===== config.mk =====
export PLATFORM = sky130hd
export DESIGN_NAME = load_cell_settling_detector
export DESIGN_NICKNAME = d
export VERILOG_FILES = /design/src/rtl/core/lcsd_pkg.sv /design/src/rtl/core/lcsd_ctrl.sv /design/src/rtl/core/lcsd_dp.sv /design/src/rtl/core/load_cell_settling_detector.sv
export SDC_FILE = /design/constraint.sdc
export NUM_CORES = 2
export LEC_CHECK = 0
export BUFFER_PORTS_ARGS = -buffer_cell sky130_fd_sc_hd__buf_2
export CAP_MARGIN = 15
export CORE_MARGIN = 5
export CORE_UTILIZATION = 45
export DETAILED_ROUTE_END_ITERATION = 10
export HOLD_SLACK_MARGIN = 0.15
export PLACE_DENSITY = 0.59
export SLEW_MARGIN = 20
export SYNTH_ARGS = -nofsm -noshare
export SYNTH_HDL_FRONTEND = slang
export SYNTH_SLANG_ARGS = --single-unit

===== constraint.sdc =====
create_clock -name clk -period 14.15 [get_ports clk]
set_input_delay 1.415 -clock clk [delete_from_list [all_inputs] [get_ports clk]]
set_output_delay 1.415 -clock clk [all_outputs]
set_load 0.1 [all_outputs]

===== src/rtl/core/lcsd_pkg.sv =====
`default_nettype none

package lcsd_pkg;

	typedef struct packed {
		logic [1:0]  kind;
		logic [23:0] raw_code;
	} lcsd_in_t;

	typedef struct packed {
		logic [2:0]  status;
		logic [31:0] weight;
		logic [2:0]  still_count;
	} lcsd_out_t;

	// item kinds
	localparam logic [1:0] KIND_SAMPLE = 2'd0;
	localparam logic [1:0] KIND_TICK   = 2'd1;
	localparam logic [1:0] KIND_START  = 2'd2;

	// result status codes
	localparam logic [2:0] STAT_IDLE       = 3'd0;
	localparam logic [2:0] STAT_PRIMING    = 3'd1;
	localparam logic [2:0] STAT_MOVING     = 3'd2;
	localparam logic [2:0] STAT_STEADYING  = 3'd3;
	localparam logic [2:0] STAT_SETTLED    = 3'd4;
	localparam logic [2:0] STAT_TIMEOUT_OK = 3'd5;
	localparam logic [2:0] STAT_TIMEOUT_RJ = 3'd6;

	// configuration register indexes
	localparam logic [2:0] REG_TARE      = 3'd0;
	localparam logic [2:0] REG_INV_SCALE = 3'd1;
	localparam logic [2:0] REG_SMOOTH_W  = 3'd2;
	localparam logic [2:0] REG_THRESHOLD = 3'd3;
	localparam logic [2:0] REG_WAIT_MS   = 3'd4;

	localparam logic [23:0] RST_TARE      = 24'd0;
	localparam logic [31:0] RST_INV_SCALE = 32'h0100_0000;
	localparam logic [15:0] RST_SMOOTH_W  = 16'd26214;
	localparam logic [31:0] RST_THRESHOLD = 32'd256;
	localparam logic [15:0] RST_WAIT_MS   = 16'd1000;

	localparam logic [23:0] SIGN_FLIP      = 24'h80_0000;
	localparam logic [16:0] ELAPSED_MAX    = 17'h1_FFFF;
	localparam logic [16:0] WEIGHT_ONE     = 17'h1_0000;
	localparam logic [1:0]  PRIME_SAMPLES  = 2'd2;
	localparam logic [2:0]  PARTIAL_ACCEPT = 3'd3;
	localparam logic [2:0]  SETTLE_COUNT   = 3'd5;
	localparam logic [2:0]  STILL_MAX      = 3'd7;

	typedef enum logic [2:0] {
		ST_IDLE,
		ST_MUL_SCALE,
		ST_SAT,
		ST_MUL_NEW,
		ST_MUL_OLD,
		ST_SUM,
		ST_DIFF,
		ST_FIN
	} lcsd_state_t;

	typedef enum logic [1:0] {
		FIN_START,
		FIN_IDLE,
		FIN_TIMEOUT,
		FIN_SMOOTH
	} lcsd_fin_t;

	typedef enum logic [1:0] {
		MUL_SCALE,
		MUL_NEW,
		MUL_OLD
	} lcsd_mul_t;

	typedef struct packed {
		logic       accept;
		logic       tick;
		logic       mul_en;
		lcsd_mul_t  mul_sel;
		logic       sat;
		logic       sum;
		logic       diff;
		logic       fin;
		lcsd_fin_t  fin_op;
	} lcsd_cmd_t;

	typedef struct packed {
		logic run_active;
		logic priming;
		logic timed_out;
		logic out_free;
	} lcsd_sts_t;

endpackage

`default_nettype wire


===== src/rtl/core/lcsd_ctrl.sv =====
`default_nettype none

module lcsd_ctrl (
	input  wire logic               clk,
	input  wire logic               arst_n,
	input  wire logic               req_valid,
	input  wire logic [1:0]         req_kind,
	output logic                    req_stall,
	input  wire lcsd_pkg::lcsd_sts_t sts,
	output lcsd_pkg::lcsd_cmd_t     ctl
);
	import lcsd_pkg::*;

	lcsd_state_t state_q, state_d;
	lcsd_fin_t   op_q, op_d;
	logic        accept;

	assign accept    = req_valid && (state_q == ST_IDLE);
	assign req_stall = (state_q != ST_IDLE);

	always_ff @(posedge clk or negedge arst_n) begin
		if (!arst_n) begin
			state_q <= ST_IDLE;
			op_q    <= FIN_IDLE;
		end else begin
			state_q <= state_d;
			op_q    <= op_d;
		end
	end

	always_comb begin
		state_d = state_q;
		op_d    = op_q;
		case (state_q)
			ST_IDLE: begin
				if (accept) begin
					case (req_kind)
						KIND_SAMPLE: begin
							if (!sts.run_active) begin
								state_d = ST_FIN;
								op_d    = FIN_IDLE;
							end else if (sts.priming || !sts.timed_out) begin
								state_d = ST_MUL_SCALE;
								op_d    = FIN_SMOOTH;
							end else begin
								state_d = ST_FIN;
								op_d    = FIN_TIMEOUT;
							end
						end
						KIND_START: begin
							state_d = ST_FIN;
							op_d    = FIN_START;
						end
						default: state_d = ST_IDLE;
					endcase
				end
			end
			ST_MUL_SCALE: state_d = ST_SAT;
			ST_SAT:       state_d = ST_MUL_NEW;
			ST_MUL_NEW:   state_d = ST_MUL_OLD;
			ST_MUL_OLD:   state_d = ST_SUM;
			ST_SUM:       state_d = ST_DIFF;
			ST_DIFF:      state_d = ST_FIN;
			ST_FIN: begin
				// hold until the result register can take the item
				if (sts.out_free) begin
					state_d = ST_IDLE;
				end
			end
			default: state_d = ST_IDLE;
		endcase
	end

	always_comb begin
		ctl         = '0;
		ctl.mul_sel = MUL_SCALE;
		ctl.fin_op  = op_q;
		ctl.accept  = accept;
		ctl.tick    = accept && (req_kind == KIND_TICK);
		case (state_q)
			ST_MUL_SCALE: begin
				ctl.mul_en  = 1'b1;
				ctl.mul_sel = MUL_SCALE;
			end
			ST_SAT: ctl.sat = 1'b1;
			ST_MUL_NEW: begin
				ctl.mul_en  = 1'b1;
				ctl.mul_sel = MUL_NEW;
			end
			ST_MUL_OLD: begin
				ctl.mul_en  = 1'b1;
				ctl.mul_sel = MUL_OLD;
			end
			ST_SUM:  ctl.sum  = 1'b1;
			ST_DIFF: ctl.diff = 1'b1;
			ST_FIN:  ctl.fin  = sts.out_free;
			default: ctl.fin  = 1'b0;
		endcase
	end

`ifndef SYNTHESIS
	a_fin_waits: assert property (@(posedge clk) disable iff (!arst_n)
		(state_q == ST_FIN) && !sts.out_free |=> (state_q == ST_FIN))
		else $error("finish step left while result register busy");

	a_start_fin: assert property (@(posedge clk) disable iff (!arst_n)
		accept && (req_kind == KIND_START) |=> (state_q == ST_FIN) && (op_q == FIN_START))
		else $error("start item not routed to finish step");

	a_timeout_path: assert property (@(posedge clk) disable iff (!arst_n)
		accept && (req_kind == KIND_SAMPLE) && sts.run_active && !sts.priming
		&& sts.timed_out |=> (state_q == ST_FIN) && (op_q == FIN_TIMEOUT))
		else $error("timed-out sample entered arithmetic path");
`endif

endmodule

`default_nettype wire


===== src/rtl/core/lcsd_dp.sv =====
`default_nettype none

module lcsd_dp (
	input  wire logic                clk,
	input  wire logic                arst_n,
	input  wire logic [23:0]         req_raw_code,
	input  wire lcsd_pkg::lcsd_cmd_t ctl,
	output lcsd_pkg::lcsd_sts_t      sts,
	input  wire logic                cfg_wen,
	input  wire logic [2:0]          cfg_index,
	input  wire logic [31:0]         cfg_data,
	output logic                     rsp_valid,
	input  wire logic                rsp_stall,
	output lcsd_pkg::lcsd_out_t      rsp
);
	import lcsd_pkg::*;

	// configuration
	logic [23:0] tare_q;
	logic [31:0] inv_q;
	logic [15:0] w_q;
	logic [31:0] thr_q;
	logic [15:0] limit_q;

	// run state
	logic [31:0] avg_q, prev_q;
	logic [2:0]  still_q;
	logic [16:0] elapsed_q;
	logic [1:0]  prime_q;
	logic        run_q;
	logic        rsp_valid_q;

	// arithmetic payload
	logic [23:0] net_q;
	logic [55:0] prod_q;
	logic [48:0] acc_q;
	logic [31:0] units_q;
	logic [31:0] change_q;
	lcsd_out_t   rsp_q;

	logic [23:0] ob;
	logic [23:0] net_d;
	logic [16:0] w_old;
	logic [31:0] mul_a;
	logic [23:0] mul_b;
	logic [55:0] prod_d;
	logic [48:0] sum_d;
	logic [31:0] avg_sum;

	logic [31:0] prev_d;
	logic [2:0]  still_d;
	logic [16:0] elapsed_d;
	logic [1:0]  prime_d;
	logic        run_d;
	lcsd_out_t   rsp_d;
	logic        still_hit;
	logic [2:0]  cnt_inc;

	assign ob    = req_raw_code ^ SIGN_FLIP;
	assign net_d = (ob > tare_q) ? (ob - tare_q) : 24'd0;
	assign w_old = WEIGHT_ONE - {1'b0, w_q};

	// one shared 32x24 multiplier
	always_comb begin
		case (ctl.mul_sel)
			MUL_SCALE: begin
				mul_a = inv_q;
				mul_b = net_q;
			end
			MUL_NEW: begin
				mul_a = units_q;
				mul_b = {8'd0, w_q};
			end
			MUL_OLD: begin
				mul_a = avg_q;
				mul_b = {7'd0, w_old};
			end
			default: begin
				mul_a = 32'd0;
				mul_b = 24'd0;
			end
		endcase
	end

	assign prod_d  = 56'(mul_a) * 56'(mul_b);
	assign sum_d   = acc_q + prod_q[48:0];
	assign avg_sum = sum_d[47:16];

	assign sts.run_active = run_q;
	assign sts.priming    = (prime_q != 2'd0);
	assign sts.timed_out  = (elapsed_q > {1'b0, limit_q});
	assign sts.out_free   = !rsp_valid_q || !rsp_stall;

	always_comb begin
		still_hit = (change_q <= thr_q);
		cnt_inc   = (still_q != STILL_MAX) ? (still_q + 3'd1) : still_q;
		prev_d    = prev_q;
		still_d   = still_q;
		elapsed_d = elapsed_q;
		prime_d   = prime_q;
		run_d     = run_q;
		rsp_d.status      = STAT_IDLE;
		rsp_d.weight      = avg_q;
		rsp_d.still_count = still_q;
		if (ctl.tick && run_q && (elapsed_q != ELAPSED_MAX)) begin
			elapsed_d = elapsed_q + 17'd1;
		end
		if (ctl.fin) begin
			case (ctl.fin_op)
				FIN_START: begin
					elapsed_d = 17'd0;
					still_d   = 3'd0;
					prime_d   = PRIME_SAMPLES;
					run_d     = 1'b1;
					rsp_d.status      = STAT_PRIMING;
					rsp_d.still_count = 3'd0;
				end
				FIN_IDLE: rsp_d.status = STAT_IDLE;
				FIN_TIMEOUT: begin
					run_d = 1'b0;
					if (still_q >= PARTIAL_ACCEPT) begin
						rsp_d.status = STAT_TIMEOUT_OK;
					end else begin
						rsp_d.status = STAT_TIMEOUT_RJ;
						rsp_d.weight = 32'd0;
					end
				end
				FIN_SMOOTH: begin
					if (prime_q != 2'd0) begin
						prime_d = prime_q - 2'd1;
						// last priming sample seeds the previous average
						if (prime_q == 2'd1) begin
							prev_d = avg_q;
						end
						rsp_d.status = STAT_PRIMING;
					end else begin
						prev_d = avg_q;
						if (still_hit) begin
							still_d           = cnt_inc;
							rsp_d.still_count = cnt_inc;
							if (cnt_inc >= SETTLE_COUNT) begin
								run_d        = 1'b0;
								rsp_d.status = STAT_SETTLED;
							end else begin
								rsp_d.status = STAT_STEADYING;
							end
						end else begin
							still_d           = 3'd0;
							rsp_d.still_count = 3'd0;
							rsp_d.status      = STAT_MOVING;
						end
					end
				end
				default: rsp_d.status = STAT_IDLE;
			endcase
		end
	end

	always_ff @(posedge clk or negedge arst_n) begin
		if (!arst_n) begin
			tare_q      <= RST_TARE;
			inv_q       <= RST_INV_SCALE;
			w_q         <= RST_SMOOTH_W;
			thr_q       <= RST_THRESHOLD;
			limit_q     <= RST_WAIT_MS;
			avg_q       <= 32'd0;
			prev_q      <= 32'd0;
			still_q     <= 3'd0;
			elapsed_q   <= 17'd0;
			prime_q     <= 2'd0;
			run_q       <= 1'b0;
			rsp_valid_q <= 1'b0;
		end else begin
			if (cfg_wen) begin
				case (cfg_index)
					REG_TARE:      tare_q  <= cfg_data[23:0];
					REG_INV_SCALE: inv_q   <= cfg_data;
					REG_SMOOTH_W:  w_q     <= cfg_data[15:0];
					REG_THRESHOLD: thr_q   <= cfg_data;
					REG_WAIT_MS:   limit_q <= cfg_data[15:0];
					default:       tare_q  <= tare_q;
				endcase
			end
			if (ctl.sum) begin
				// seed from the sample while the average is zero
				avg_q <= (avg_q == 32'd0) ? units_q : avg_sum;
			end
			prev_q    <= prev_d;
			still_q   <= still_d;
			elapsed_q <= elapsed_d;
			prime_q   <= prime_d;
			run_q     <= run_d;
			if (ctl.fin) begin
				rsp_valid_q <= 1'b1;
			end else if (!rsp_stall) begin
				rsp_valid_q <= 1'b0;
			end
		end
	end

	always_ff @(posedge clk) begin
		if (ctl.accept) begin
			net_q <= net_d;
		end
		if (ctl.mul_en) begin
			prod_q <= prod_d;
		end
		if (ctl.mul_en && (ctl.mul_sel == MUL_OLD)) begin
			acc_q <= prod_q[48:0];
		end
		if (ctl.sat) begin
			units_q <= (prod_q[55:48] != 8'd0) ? 32'hFFFF_FFFF : prod_q[47:16];
		end
		if (ctl.diff) begin
			change_q <= (avg_q >= prev_q) ? (avg_q - prev_q) : (prev_q - avg_q);
		end
		if (ctl.fin) begin
			rsp_q <= rsp_d;
		end
	end

	assign rsp_valid = rsp_valid_q;
	assign rsp       = rsp_q;

`ifndef SYNTHESIS
	a_fin_result: assert property (@(posedge clk) disable iff (!arst_n)
		ctl.fin |=> rsp_valid_q)
		else $error("finish step produced no result");

	a_still_bound: assert property (@(posedge clk) disable iff (!arst_n)
		still_q <= SETTLE_COUNT)
		else $error("still counter ran past settle count");

	a_prime_idle: assert property (@(posedge clk) disable iff (!arst_n)
		!run_q |-> (prime_q == 2'd0) || $past(run_q))
		else $error("priming pending without a run");
`endif

endmodule

`default_nettype wire


===== src/rtl/core/load_cell_settling_detector.sv =====
// A start item, or an idle or timed-out sample, goes through the finish step to
// the result register; a sample that updates the average first passes the scale
// multiply, saturate, new and old weight multiply, sum and difference steps
// (three passes through one shared 32x24 multiplier). Ticks are taken one per
// cycle while idle; no item is taken while another is in flight. A held result
// stalls the next item only at its finish step. arst_n clears the run state, the
// average and the result valid; configuration registers return to their defaults.
`default_nettype none

module load_cell_settling_detector (
	input  wire logic               clk,
	input  wire logic               arst_n,
	input  wire logic               req_valid,
	output logic                    req_stall,
	input  wire lcsd_pkg::lcsd_in_t req,
	output logic                    rsp_valid,
	input  wire logic               rsp_stall,
	output lcsd_pkg::lcsd_out_t     rsp,
	input  wire logic               cfg_wen,
	input  wire logic [2:0]         cfg_index,
	input  wire logic [31:0]        cfg_data
);
	import lcsd_pkg::*;

	lcsd_cmd_t ctl;
	lcsd_sts_t sts;

	lcsd_ctrl u_ctrl (
		.clk       (clk),
		.arst_n    (arst_n),
		.req_valid (req_valid),
		.req_kind  (req.kind),
		.req_stall (req_stall),
		.sts       (sts),
		.ctl       (ctl)
	);

	lcsd_dp u_dp (
		.clk          (clk),
		.arst_n       (arst_n),
		.req_raw_code (req.raw_code),
		.ctl          (ctl),
		.sts          (sts),
		.cfg_wen      (cfg_wen),
		.cfg_index    (cfg_index),
		.cfg_data     (cfg_data),
		.rsp_valid    (rsp_valid),
		.rsp_stall    (rsp_stall),
		.rsp          (rsp)
	);

endmodule

`default_nettype wire

==> qor.yml <==
outcome: "finished clean"
worstSkewPairLatency_ns: 0.62
synth_ff_type: "edfxtp_1"
finalCriticalPeriod_ns: 11.25
place_congestion: 1.039
grt_overflow: 0
rows: 121
hold_path_class: "reg -> reg"
num-fill-cells: 10320
die-width_um: 342.0
finalCritPeriodShare_pct: 79.53
post-route-drc-count: 0
drt-pass1-iter-count: 6
crit_arrival_ns: 11.62
drv_cap: 0
syn_inst: 5345
grt_antenna_before_repair: 5
start_util_pct: 45.44
crit_top_cell: "fa_1"
yosysUniqueCellTypes: 81
synth_seq_cells: 443
ys_async_sr_fraction_pct: 48.08
diodes: 0
clkSinkCount: 443
rsz0062_at_grt: "no"
cp_slowest_cell: "a221o_1"
htreeDepth: 2
worst-path-buf-inv: 7
postRouteAntennaNets: 0
seq_area_um2: 12260
hold_buffers: 0
die_h_um: 342.0
critPathRequiredTime_ns: 14.51
wl_mm: 165.3
critPathKind: "reg -> reg"
cts_setup_buffers: 0
avgSynthCellArea_um2: 9.281
grt_max_degree: 82
io_buffers: 105
placed_cell_area_um2: 52070
wl_per_cell_um: 24.00
crit_family: "adder cells"
clock_skew_ns: 0.02158
crit_path_end_kind: "flop"
path_clk_slew_ns: 0.06
grt_pass1_vias: 39910
drive_above_1_share_pct: 9.314
path_max_fanout: 70
cts_buffer_depth: 3
dp_hpwl_mm: 128.4
cts_buffers: 53
grt_pass1_wl_mm: 249.6
max_slew_margin_pct: 17.25
setup_tns_ns: 0
drt-initial-drc-count: 3553
multi_input_comb_area_um2: 33080
yosysSeqAreaShare_pct: 24.71
max_stage_delay_ns: 1.03
cts-resized-gates: 0
syn-num-nets: 6451
nets: 6473
setup_violations: 0
fmax_mhz: 88.86
cp-start-kind: "flop"
cts_tree: "built"
syn-cell-area_um2: 49610
report.final.slew_viol_count: 0
final_area_um2: 53920
yosys_warnings: 0
io_pins: 106
grt_use_total_pct: 28.22
syn_to_final_growth_pct: 8.692
dieArea_um2: 117000
root_buffer: "clkbuf_16"
post_drt_via_cell_ratio: 5.715
synth_edf_count: 230
core-area_um2: 109200
hold_viol: 0
vias: 39360
worst_pin_slew_ns: 1.239
-- registers in the layout (all words and copies together) (netlist names), 2 cells and up --
register	flops
u_dp.prod_q	56
u_dp.acc_q	48
u_dp.rsp	38
u_dp.avg_q	32
u_dp.change_q	32
u_dp.inv_q	32
u_dp.prev_q	32
u_dp.thr_q	32
u_dp.units_q	32
u_dp.net_q	24
u_dp.tare_q	24
u_dp.elapsed_q	17
u_dp.limit_q	16
u_dp.w_q	16
u_ctrl.state_q	3
u_dp.still_q	3
u_ctrl.op_q	2
u_dp.prime_q	2
-- area by class of cell --
type / instances / area share, %
multi-input combinational: 3701 / 61.35
sequential: 443 / 22.74
inverter: 960 / 6.683
tap: 1476 / 3.425
clock buffer: 68 / 2.792
timing repair buffer: 208 / 2.434
clock inverter: 31 / 0.5848
-- per-layer routing --
layer,wire length [µm],part of all wire (%),track usage (%)
met3,15600,9.4,6.032
met1,68100,41,38.51
met5,13,0.0079,0
met4,7822,4.7,11.02
met2,73770,45,44.28
-- worst paths after layout --
| path | startpoint | to | slack [ns] | cells past startpoint |
|---|---|---|---|---|
| max in group asynchronous | arst_n | u_dp.inv_q[2]$_DFFE_PN0P_ | 11.85 | 2 |
| worst max-delay path | u_ctrl.state_q[0]$_DFFE_PN0P_ | u_dp.prod_q[48]$_DFFE_PP_ | 2.90 | 30 |
| worst min-delay path | u_dp.prod_q[15]$_DFFE_PP_ | u_dp.acc_q[15]$_DFFE_PP_ | 0.45 | 0 |
| worst max register to register | u_ctrl.state_q[0]$_DFFE_PN0P_ | u_dp.prod_q[48]$_DFFE_PP_ | 2.90 | 30 |
| min in group asynchronous | arst_n | u_dp.still_q[0]$_DFFE_PN0P_ | 0.75 | 1 |
| worst min register to register | u_dp.prod_q[15]$_DFFE_PP_ | u_dp.acc_q[15]$_DFFE_PP_ | 0.45 | 0 |
-- worst reg2reg max path, delay by kind of cell, from the launching register on --
family | cells | cell delay [ns]
flops | 1 | 0.38
fa+ha+maj | 9 | 4.17
compound gates | 10 | 4.04
buf+inv | 7 | 1.61
simple gates | 3 | 0.65
xor+xnor | 1 | 0.16
-- metrics by stage --
stage	hold WS, ns	std cells	setup WS (ns)	utilization [%]
2_1_floorplan	0.4154	5345	4.245	-
3_5_place_dp	0.4483	6787	2.949	47.71
4_1_cts	0.4547	6886	2.938	49.37
6_report	0.4511	6887	2.896	49.39
3_3_place_gp	0.4508	6787	3.178	47.71
5_1_grt	0.4621	6887	2.402	49.39
-- cell usage in the layout (no fill, tap or decap), types with 44 or more instances in the layout --
| cell | n |
|---|---|
| a21o_1 | 112 |
| a21oi_1 | 246 |
| buf_2 | 104 |
| buf_4 | 102 |
| clkbuf_16 | 55 |
| dfrtp_1 | 196 |
| edfxtp_1 | 230 |
| fa_1 | 661 |
| ha_1 | 379 |
| inv_1 | 959 |
| mux2_2 | 82 |
| nand2_1 | 629 |
| nand4_1 | 46 |
| nor2_1 | 529 |
| nor3_1 | 44 |
| o21ai_0 | 222 |
| xnor2_1 | 87 |
| xor2_1 | 54 |
-- kinds of logic (layout without fill, tap and decap cells) --
family	Yosys count	after routing	synth area share [%]
buf+inv	1201	1267	9.174
xor+xnor	141	141	2.490
mux	107	107	2.366
compound gates	882	882	11.54
simple gates	1531	1531	13.49
fa+ha+maj	1040	1040	36.24
flops	443	443	24.71
-- synthesized netlist by cell type (all sizes together) (7+ instances only) --
cell type  instances  area, µm²
nor4              18      127.6
dfstp             17      446.7
nand4             46      287.8
mux2              82      923.4
xnor2             87      762.0
a21oi            246       1231
and4              12      105.1
ha               379       4742
a2111oi            7      61.31
inv              960       3603
fa               661      13230
nor3              46      235.2
a211oi            26      195.2
o31a               7      61.31
nand3             42      210.2
edfxtp           230       6907
a21o             112      840.8
nand2            640       2427
nand2b            23      143.9
xor2              54      473.0
and3              27      168.9
a31o               8      70.07
o211ai            11      82.58
o31ai              9      67.56
a221o             39      390.4
clkbuf           215      807.0
nor2b             36      225.2
o21ai            227       1140
a221oi            43      376.6
a31oi             22      143.9
o311ai            17      166.4
mux2i             25      250.2
o21bai            20      150.1
o21a              32      240.2
nor4b              7      61.31
dfrtp            196       4905
or3               20      150.1
o311a             12      121.4
nor2             533       2001
or2               38      237.7
and2              20      125.1
buf               26      140.1
Power is left out: the tool's default activity adds up to more than one toggle a clock period on the data nets, which glitch-free logic cannot reach.
